===== src/design/kmq_pkg.sv =====
package kmq_pkg;

  localparam int MAX_OWNERS  = 8;
  localparam int QUEUE_DEPTH = 16;
  localparam int ID_WIDTH    = 16;

  localparam int FIELD_W = 16;
  localparam int KEY_W   = (ID_WIDTH < FIELD_W) ? ID_WIDTH : FIELD_W;
  localparam int SLOT_W  = (MAX_OWNERS > 1) ? $clog2(MAX_OWNERS) : 1;
  localparam int PTR_W   = $clog2(QUEUE_DEPTH);
  localparam int CNT_W   = $clog2(QUEUE_DEPTH + 1);
  localparam int MEM_DEPTH = MAX_OWNERS * QUEUE_DEPTH;
  localparam int ADDR_W  = $clog2(MEM_DEPTH);

  typedef enum logic [2:0] {
    ACT_REGISTER = 3'd0,
    ACT_REMOVE   = 3'd1,
    ACT_ENQUEUE  = 3'd2,
    ACT_PEEK     = 3'd3,
    ACT_POP      = 3'd4,
    ACT_QUERY    = 3'd5
  } action_t;

  typedef enum logic [2:0] {
    STAT_OK         = 3'd0,
    STAT_UNKNOWN    = 3'd1,
    STAT_EMPTY      = 3'd2,
    STAT_TABLE_FULL = 3'd3,
    STAT_QUEUE_FULL = 3'd4
  } status_t;

  typedef enum logic {
    FSM_IDLE,
    FSM_READ
  } fsm_t;

endpackage


===== src/design/kmq_ifs.sv =====
interface kmq_in_if;
  logic        valid;
  logic        ready;
  logic [2:0]  action;
  logic [15:0] owner_id;
  logic [15:0] item_id;

  modport source (output valid, action, owner_id, item_id, input ready);
  modport sink   (input valid, action, owner_id, item_id, output ready);
endinterface

interface kmq_out_if;
  logic        valid;
  logic        ready;
  logic [2:0]  status;
  logic [15:0] head_item;
  logic        has_waiting;

  modport source (output valid, status, head_item, has_waiting, input ready);
  modport sink   (input valid, status, head_item, has_waiting, output ready);
endinterface


===== src/design/keyed_multi_queue_table_core.sv =====
// Table of up to MAX_OWNERS owner ids, each with a circular FIFO of up to QUEUE_DEPTH item ids
// held in one shared synchronous RAM (slot times depth plus position). Every request gives
// exactly one result transaction. Owner lookup is a parallel compare over the slot registers, so
// register, remove, enqueue, pop, query and failed peeks write the result from the request;
// a successful peek passes the READ state: the head item comes out of a registered RAM port.
// A new request is taken while the last result still waits, as long as its register frees up.
module keyed_multi_queue_table_core (
  input  logic              clk,
  input  logic              rst_n,
  kmq_in_if.sink            in_ch,
  kmq_out_if.source         out_ch
);

  logic [kmq_pkg::KEY_W-1:0] mem [kmq_pkg::MEM_DEPTH];
  logic [kmq_pkg::KEY_W-1:0] rd_data_r;

  logic                      slot_valid_r [kmq_pkg::MAX_OWNERS];
  logic                      slot_valid_nxt [kmq_pkg::MAX_OWNERS];
  logic [kmq_pkg::KEY_W-1:0] slot_owner_r [kmq_pkg::MAX_OWNERS];
  logic [kmq_pkg::PTR_W-1:0] head_ptr_r [kmq_pkg::MAX_OWNERS];
  logic [kmq_pkg::PTR_W-1:0] head_ptr_nxt [kmq_pkg::MAX_OWNERS];
  logic [kmq_pkg::CNT_W-1:0] count_r [kmq_pkg::MAX_OWNERS];
  logic [kmq_pkg::CNT_W-1:0] count_nxt [kmq_pkg::MAX_OWNERS];

  kmq_pkg::fsm_t state_r, state_nxt;

  logic        out_valid_r, out_valid_nxt;
  logic [2:0]  out_status_r, out_status_nxt;
  logic [15:0] out_head_r, out_head_nxt;
  logic        out_wait_r, out_wait_nxt;

  logic                      fire;
  logic [kmq_pkg::KEY_W-1:0] key;
  logic [kmq_pkg::KEY_W-1:0] item;
  logic                      found;
  logic                      has_free;
  logic [kmq_pkg::SLOT_W-1:0] hit_idx;
  logic [kmq_pkg::SLOT_W-1:0] free_idx;
  logic [kmq_pkg::CNT_W-1:0] cnt_s;
  logic [kmq_pkg::PTR_W-1:0] hp_s;
  logic [kmq_pkg::CNT_W:0]   tail_sum;
  logic [kmq_pkg::PTR_W-1:0] tail_pos;
  logic [kmq_pkg::PTR_W:0]   hp_inc;
  logic [kmq_pkg::PTR_W-1:0] hp_next;
  logic                      claim;
  logic                      wr_en;
  logic                      rd_en;
  logic [kmq_pkg::ADDR_W-1:0] mem_addr;
  logic [kmq_pkg::PTR_W-1:0] mem_pos;

  assign key  = in_ch.owner_id[kmq_pkg::KEY_W-1:0];
  assign item = in_ch.item_id[kmq_pkg::KEY_W-1:0];

  assign in_ch.ready = (state_r == kmq_pkg::FSM_IDLE) && (!out_valid_r || out_ch.ready);
  assign fire        = in_ch.valid && in_ch.ready;

  // owner lookup, lowest slot wins
  always_comb begin
    found    = 1'b0;
    has_free = 1'b0;
    hit_idx  = '0;
    free_idx = '0;
    for (int s = kmq_pkg::MAX_OWNERS - 1; s >= 0; s--) begin
      if (slot_valid_r[s] && slot_owner_r[s] == key) begin
        found   = 1'b1;
        hit_idx = kmq_pkg::SLOT_W'(s);
      end
      if (!slot_valid_r[s]) begin
        has_free = 1'b1;
        free_idx = kmq_pkg::SLOT_W'(s);
      end
    end
  end

  assign cnt_s    = count_r[hit_idx];
  assign hp_s     = head_ptr_r[hit_idx];
  assign tail_sum = (kmq_pkg::CNT_W+1)'(hp_s) + (kmq_pkg::CNT_W+1)'(cnt_s);
  assign tail_pos = (tail_sum >= (kmq_pkg::CNT_W+1)'(kmq_pkg::QUEUE_DEPTH))
                    ? kmq_pkg::PTR_W'(tail_sum - (kmq_pkg::CNT_W+1)'(kmq_pkg::QUEUE_DEPTH))
                    : kmq_pkg::PTR_W'(tail_sum);
  assign hp_inc   = (kmq_pkg::PTR_W+1)'(hp_s) + (kmq_pkg::PTR_W+1)'(1);
  assign hp_next  = (hp_inc == (kmq_pkg::PTR_W+1)'(kmq_pkg::QUEUE_DEPTH))
                    ? '0 : kmq_pkg::PTR_W'(hp_inc);

  assign mem_pos  = (in_ch.action == kmq_pkg::ACT_ENQUEUE) ? tail_pos : hp_s;
  assign mem_addr = kmq_pkg::ADDR_W'(hit_idx) * kmq_pkg::ADDR_W'(kmq_pkg::QUEUE_DEPTH)
                    + kmq_pkg::ADDR_W'(mem_pos);

  always_comb begin
    slot_valid_nxt = slot_valid_r;
    head_ptr_nxt   = head_ptr_r;
    count_nxt      = count_r;
    state_nxt      = state_r;
    out_valid_nxt  = out_valid_r;
    out_status_nxt = out_status_r;
    out_head_nxt   = out_head_r;
    out_wait_nxt   = out_wait_r;
    claim          = 1'b0;
    wr_en          = 1'b0;
    rd_en          = 1'b0;

    if (out_valid_r && out_ch.ready) begin
      out_valid_nxt = 1'b0;
    end

    case (state_r)
      kmq_pkg::FSM_IDLE: begin
        if (fire) begin
          out_valid_nxt  = 1'b1;
          out_status_nxt = kmq_pkg::STAT_OK;
          out_head_nxt   = '0;
          out_wait_nxt   = found && (cnt_s != '0);
          case (in_ch.action)
            kmq_pkg::ACT_REGISTER: begin
              if (!found) begin
                if (!has_free) begin
                  out_status_nxt = kmq_pkg::STAT_TABLE_FULL;
                end else begin
                  claim                    = 1'b1;
                  slot_valid_nxt[free_idx] = 1'b1;
                  head_ptr_nxt[free_idx]   = '0;
                  count_nxt[free_idx]      = '0;
                end
              end
            end
            kmq_pkg::ACT_REMOVE: begin
              if (!found) begin
                out_status_nxt = kmq_pkg::STAT_UNKNOWN;
              end else begin
                slot_valid_nxt[hit_idx] = 1'b0;
                head_ptr_nxt[hit_idx]   = '0;
                count_nxt[hit_idx]      = '0;
                out_wait_nxt            = 1'b0;
              end
            end
            kmq_pkg::ACT_ENQUEUE: begin
              if (!found) begin
                out_status_nxt = kmq_pkg::STAT_UNKNOWN;
              end else if (cnt_s >= kmq_pkg::CNT_W'(kmq_pkg::QUEUE_DEPTH)) begin
                out_status_nxt = kmq_pkg::STAT_QUEUE_FULL;
              end else begin
                wr_en              = 1'b1;
                count_nxt[hit_idx] = cnt_s + kmq_pkg::CNT_W'(1);
                out_wait_nxt       = 1'b1;
              end
            end
            kmq_pkg::ACT_PEEK: begin
              if (!found) begin
                out_status_nxt = kmq_pkg::STAT_UNKNOWN;
              end else if (cnt_s == '0) begin
                out_status_nxt = kmq_pkg::STAT_EMPTY;
              end else begin
                rd_en         = 1'b1;
                out_valid_nxt = 1'b0;
                state_nxt     = kmq_pkg::FSM_READ;
              end
            end
            kmq_pkg::ACT_POP: begin
              if (!found) begin
                out_status_nxt = kmq_pkg::STAT_UNKNOWN;
              end else if (cnt_s == '0) begin
                out_status_nxt = kmq_pkg::STAT_EMPTY;
              end else begin
                head_ptr_nxt[hit_idx] = hp_next;
                count_nxt[hit_idx]    = cnt_s - kmq_pkg::CNT_W'(1);
                out_wait_nxt          = (cnt_s != kmq_pkg::CNT_W'(1));
              end
            end
            kmq_pkg::ACT_QUERY: begin
              if (!found) begin
                out_status_nxt = kmq_pkg::STAT_UNKNOWN;
              end
            end
            default: begin
            end
          endcase
        end
      end
      kmq_pkg::FSM_READ: begin
        // result register is free here, peek only issued when it could drain
        out_valid_nxt  = 1'b1;
        out_status_nxt = kmq_pkg::STAT_OK;
        out_head_nxt   = 16'(rd_data_r);
        out_wait_nxt   = 1'b1;
        state_nxt      = kmq_pkg::FSM_IDLE;
      end
      default: begin
        state_nxt = kmq_pkg::FSM_IDLE;
      end
    endcase
  end

  always_ff @(posedge clk) begin
    if (!rst_n) begin
      state_r     <= kmq_pkg::FSM_IDLE;
      out_valid_r <= 1'b0;
      for (int s = 0; s < kmq_pkg::MAX_OWNERS; s++) begin
        slot_valid_r[s] <= 1'b0;
        head_ptr_r[s]   <= '0;
        count_r[s]      <= '0;
      end
    end else begin
      state_r      <= state_nxt;
      out_valid_r  <= out_valid_nxt;
      slot_valid_r <= slot_valid_nxt;
      head_ptr_r   <= head_ptr_nxt;
      count_r      <= count_nxt;
    end
  end

  always_ff @(posedge clk) begin
    out_status_r <= out_status_nxt;
    out_head_r   <= out_head_nxt;
    out_wait_r   <= out_wait_nxt;
    if (claim) begin
      slot_owner_r[free_idx] <= key;
    end
  end

  // queue storage
  always_ff @(posedge clk) begin
    if (wr_en) begin
      mem[mem_addr] <= item;
    end
    if (rd_en) begin
      rd_data_r <= mem[mem_addr];
    end
  end

  assign out_ch.valid       = out_valid_r;
  assign out_ch.status      = out_status_r;
  assign out_ch.head_item   = out_head_r;
  assign out_ch.has_waiting = out_wait_r;

endmodule

===== src/flat_wrapper.sv =====
// flat-port wrapper written by rule: the top's interface ports become plain ports
module keyed_multi_queue_table_core_flat 
  (clk, rst_n, in_ch_valid, in_ch_action, in_ch_owner_id, in_ch_item_id, in_ch_ready, out_ch_valid, out_ch_status, out_ch_head_item, out_ch_has_waiting, out_ch_ready);
  kmq_in_if in_ch_i ();
  kmq_out_if out_ch_i ();
  input  logic clk;
  input  logic rst_n;
  input wire logic [$bits(in_ch_i.valid)-1:0] in_ch_valid;
  input wire logic [$bits(in_ch_i.action)-1:0] in_ch_action;
  input wire logic [$bits(in_ch_i.owner_id)-1:0] in_ch_owner_id;
  input wire logic [$bits(in_ch_i.item_id)-1:0] in_ch_item_id;
  output wire logic [$bits(in_ch_i.ready)-1:0] in_ch_ready;
  output wire logic [$bits(out_ch_i.valid)-1:0] out_ch_valid;
  output wire logic [$bits(out_ch_i.status)-1:0] out_ch_status;
  output wire logic [$bits(out_ch_i.head_item)-1:0] out_ch_head_item;
  output wire logic [$bits(out_ch_i.has_waiting)-1:0] out_ch_has_waiting;
  input wire logic [$bits(out_ch_i.ready)-1:0] out_ch_ready;
  assign in_ch_i.valid = in_ch_valid;
  assign in_ch_i.action = in_ch_action;
  assign in_ch_i.owner_id = in_ch_owner_id;
  assign in_ch_i.item_id = in_ch_item_id;
  assign in_ch_ready = in_ch_i.ready;
  assign out_ch_valid = out_ch_i.valid;
  assign out_ch_status = out_ch_i.status;
  assign out_ch_head_item = out_ch_i.head_item;
  assign out_ch_has_waiting = out_ch_i.has_waiting;
  assign out_ch_i.ready = out_ch_ready;
  keyed_multi_queue_table_core u_core (.clk(clk), .rst_n(rst_n), .in_ch(in_ch_i), .out_ch(out_ch_i));
endmodule

===== config.mk =====
export PLATFORM = sky130hd
export DESIGN_NAME = keyed_multi_queue_table_core_flat
export DESIGN_NICKNAME = d
export VERILOG_FILES = /design/src/design/kmq_pkg.sv /design/src/design/kmq_ifs.sv /design/src/design/keyed_multi_queue_table_core.sv /design/src/flat_wrapper.sv
export SDC_FILE = /design/constraint.sdc
export NUM_CORES = 2
export LEC_CHECK = 0
export CAP_MARGIN = 25
export CORE_ASPECT_RATIO = 0.6
export CORE_MARGIN = 2
export CORE_UTILIZATION = 43
export CTS_CLUSTER_DIAMETER = 80
export CTS_CLUSTER_SIZE = 16
export DETAILED_ROUTE_END_ITERATION = 8
export DONT_BUFFER_PORTS = 1
export SLEW_MARGIN = 20
export SYNTH_ARGS = -nofsm -noshare
export SYNTH_HDL_FRONTEND = slang
export SYNTH_SLANG_ARGS = --single-unit

===== constraint.sdc =====
create_clock -name clk -period 8.8 [get_ports clk]
set_input_delay 0.44 -clock clk [delete_from_list [all_inputs] [get_ports clk]]
set_output_delay 0.44 -clock clk [all_outputs]
set_load 0.03 [all_outputs]

==> summary.md <==
* total power of the final layout: 20.0 mW
* unrepaired setup endpoints after global routing: false
* synthesis warning total: 0
* DR WL/cell: 32.3 µm
* die footprint: 0.228 mm²
* worst reg2reg endpoint: u_core.rd_data_r[6]
* First DRT Iteration DRCs: 12,000
* vias in the first global route: 61,300
* async set-reset flop share out of synthesis: 0%
* cell type with the highest occurrence count on the critical path: sky130_fd_sc_hd__a211oi_1
* maximum clock rate: 115 MHz
* average vias per placed instance: 6.48
* startpoint of the worst hold path: in_ch_item_id[7]
* placement row count: 134
* height of the die: 370 µm
* fraction of layout instances using a drive strength above 1: 10.6%
* placer's final routability congestion estimate: 0.986
* Total GRT Usage: 28.9%
* Worst Hold Depth: 1
* final core utilization: 48.4%
* type of the worst min-delay path: in -> reg
* kind of start point of the critical path: flop
* most common cell after layout, fill and taps aside: sky130_fd_sc_hd__edfxtp_1
* ys flop type: sky130_fd_sc_hd__edfxtp_1
* Starting Density: 43.3%
* Filler Cell Count: 19,300
* setup violators final: 0
* Post-synth EDFFs: 2,212
* Crit path required time: 9.31 ns
* static leakage: 35.0 nW
* Final Hold Viols: 6
* setup TNS after final layout: 0 ns
* sequential element share of the synthesized area: 70.8%
* Arr. time, crit path: 9.17 ns
* slowest stage delay, CP: 0.94 ns
* half-perimeter wire length of the detailed placement result: 214,000 µm
* IO Pins: 61
* Worst Reg2Reg Path Length in Cells: 21
* Min Clock Period, post-route: 8.66 ns
* maxcap violations: 0
* commonest cells after routing, fill and taps aside: 2,212 x sky130_fd_sc_hd__edfxtp_1, 1,331 x sky130_fd_sc_hd__nand2_1, 563 x sky130_fd_sc_hd__a21oi_1
* Slew HR: 16.8%
* violated checks: hold timing
* layout overhead on the synthesized area: 11.8%
* Cell Chain, Critical Path: xnor2_1 -> nand3_1 -> nor3_1 -> a2111oi_0 -> a311o_1 -> o211ai_1 -> a21oi_1 -> a211oi_1 -> inv_1 -> ha_1 -> fa_1 -> nand2_1 -> o21a_4 -> buf_12 -> a221o_1 -> a2bb2oi_1 -> buf_4 -> a22oi_1 -> o221ai_1 -> a211oi_1 -> nand4_1
* number of synthesized register bits: 2,294
* total core area: 0.222 mm²
* buffers plus inverters on the worst setup path: 3
* initial antenna violation count: 22
* DRC errors left: 0
* synthesized instance count: 7,268
* clock buffers created by TritonCTS: 170
* final std cells w/o fill: 10,500
* latest clock arrival within the worst-skew pair: 0.86 ns
* library cell contributing the largest single delay on the critical path: sky130_fd_sc_hd__a211oi_1
* first-pass GRT wire length: 475,000 µm
* Post-Route Skew: 0.0584 ns
* CTS tree: done
* count of buffers inserted at the top-level ports: 0
* number of detailed-route iterations in the first pass: 7
* post-route fraction of the period consumed by the critical path: 98.5%
* TritonCTS Sinks: 2,294
* maximum level of the CTS H-tree: 4
* minimum setup slack among reg-to-reg paths: 0.14 ns
* maximum number of pins on one net before global-route repair: 129
* synthesized netlist net count: 7,315
* Mean Syn Cell Area: 13.2 µm²
* Post-Route WL: 339,000 µm
* Antenna Violating Nets Remaining: 0
* clock-pin transition on the worst setup and hold timing paths: 0.08 ns
* type of destination of the critical path: flop
* die boundary width: 615 µm
* Power Density: 186 mW/mm²
* worst flop-to-flop path startpoint: u_core.slot_owner_r[3][7]
* slew of the pin with the lowest slew margin: 1.22 ns
* placed cell count: 10,200
* run status: complete, but fails checks
* minimum hold slack: -0.00368 ns
* kind of cell adding the most delay to the critical path: compound AO/OA/AOI/OAI gates
* Layout Nets: 7,484
* clock tree root driver cell: sky130_fd_sc_hd__clkbuf_16
* Crit Path Category: reg -> reg
* number of buffers between clock root and the deepest sink: 4
* overall overflow remaining after global route: 0
* Max FO, Critical Path: 35
* cell area after technology mapping: 0.0962 mm²
* Vias: 67,800
* Final Max Tran Viols: 0
* Worst IR Drop VDD: 154 µV
* distinct cell type count of the synthesized netlist: 108
* Post-CTS Setup Bufs: 0
* Hold Path Sink: u_core.mem[123][7]
## per-layer routing
| metal | GRT usage, % | up-vias | part of all wire [%] |
|---|---|---|---|
| met5 | 0.248 | - | 0.054 |
| met4 | 5.33 | 14 | 2.0 |
| met3 | 11.0 | 445 | 16 |
| met2 | 37.7 | 4868 | 39 |
| met1 | 45.2 | 34400 | 43 |
| li1 | - | 28100 | - |
## worst max path at each step
stage	from	end	slack, ns	cells after the start
after floorplan	in_ch_owner_id[11]	u_core.mem[126][0]	1.64	27
after global placement	in_ch_owner_id[13]	u_core.rd_data_r[3]	0.39	21
after detailed placement	in_ch_owner_id[11]	u_core.rd_data_r[6]	0.63	23
after CTS	u_core.slot_owner_r[5][11]	u_core.rd_data_r[6]	0.61	23
after global routing	u_core.slot_owner_r[3][3]	u_core.rd_data_r[6]	0.10	23
final	u_core.slot_owner_r[3][7]	u_core.rd_data_r[6]	0.14	21
## cells by family (layout without fill, tap and decap cells)
kind of cell | Yosys count | after routing | share of synthesized area [%]
AOI/OAI and AO/OA | 1659 | 1659 | 12.1
xor gates and xnor gates | 137 | 137 | 1.25
adders and majority gates | 8 | 8 | 0.112
buffers and inverters | 582 | 790 | 2.69
DFF | 2294 | 2294 | 70.8
muxes | 182 | 182 | 1.92
other | 0 | 4 | 0
and+or+nand+nor | 2406 | 2406 | 11.1
## worst register-to-register path: stages (launching register included)
cell and delay (ns):
sky130_fd_sc_hd__edfxtp_1 0.40, sky130_fd_sc_hd__xnor2_1 0.60, sky130_fd_sc_hd__nand3_1 0.23, sky130_fd_sc_hd__nor3_1 0.75, sky130_fd_sc_hd__a2111oi_0 0.35, sky130_fd_sc_hd__a311o_1 0.48, sky130_fd_sc_hd__o211ai_1 0.23, sky130_fd_sc_hd__a21oi_1 0.12
sky130_fd_sc_hd__a211oi_1 0.41, sky130_fd_sc_hd__inv_1 0.26, sky130_fd_sc_hd__ha_1 0.28, sky130_fd_sc_hd__fa_1 0.56, sky130_fd_sc_hd__nand2_1 0.12, sky130_fd_sc_hd__o21a_4 0.40, sky130_fd_sc_hd__buf_12 0.32, sky130_fd_sc_hd__a221o_1 0.29
sky130_fd_sc_hd__a2bb2oi_1 0.16, sky130_fd_sc_hd__buf_4 0.15, sky130_fd_sc_hd__a22oi_1 0.54, sky130_fd_sc_hd__o221ai_1 0.56, sky130_fd_sc_hd__a211oi_1 0.94, sky130_fd_sc_hd__nand4_1 0.17
## cell usage after synthesis, types with 95 or more instances
cell                       instances  area share [%]
sky130_fd_sc_hd__nand4_1         106            0.69
sky130_fd_sc_hd__mux2i_1         172             1.8
sky130_fd_sc_hd__edfxtp_1       2212              69
sky130_fd_sc_hd__nand2_1        1332             5.2
sky130_fd_sc_hd__a211oi_1         95            0.74
sky130_fd_sc_hd__buf_2           192             1.0
sky130_fd_sc_hd__clkbuf_1        244            0.95
sky130_fd_sc_hd__a221o_1         122             1.3
sky130_fd_sc_hd__xnor2_1         111             1.0
sky130_fd_sc_hd__a21oi_1         566             2.9
sky130_fd_sc_hd__o21ai_0         161            0.84
sky130_fd_sc_hd__nand3_1         497             2.6
sky130_fd_sc_hd__nor2_1          222            0.87
## state kept, by name, summed over array words and instances, names as in the netlist
name                       flops
u_core.slot_valid_r            8
u_core.head_ptr_r             32
u_core.out_ch.status           3
u_core.state_r                 1
u_core.out_ch.has_waiting      1
u_core.out_ch.head_item       16
u_core.slot_owner_r          128
u_core.mem                  2048
u_core.count_r                40
u_core.out_ch.valid            1
u_core.rd_data_r              16
## timing repair
item	CTS	global route
endpoints found under the setup margin	0	0
hold buffers	42	0
resized for setup	0	0
endpoints found under the hold margin	2246	0
## area by class of cell
type	instances	area [µm²]	area share (%)
inverters	66	248	0.230
diodes	4	10.0	0.00931
clock buffers	207	4500	4.19
well taps	2992	3740	3.48
flip-flops and latches	2294	68100	63.3
clock inverters	4	63.8	0.0594
multi-input cells	4392	25800	24.0
repair buffers	513	5030	4.68
## through the flow
stage	worst slack, ns	instance area, µm²
finish	0.136	107000
global placement	0.393	102000
global route	0.104	107000
floorplan	1.64	96200
detailed placement	0.634	102000
CTS	0.615	107000
## power by group
group | switching, mW | internal, mW | total (mW) | leakage, nW
Clock | 3.73 | 3.61 | 7.34 | 2.22
Combinational | 0.512 | 0.159 | 0.671 | 12.2
Sequential | 0.0148 | 12.0 | 12.0 | 20.6
Total | 4.26 | 15.7 | 20.0 | 35.0
Note: power is estimated with default switching activity, not from simulation.
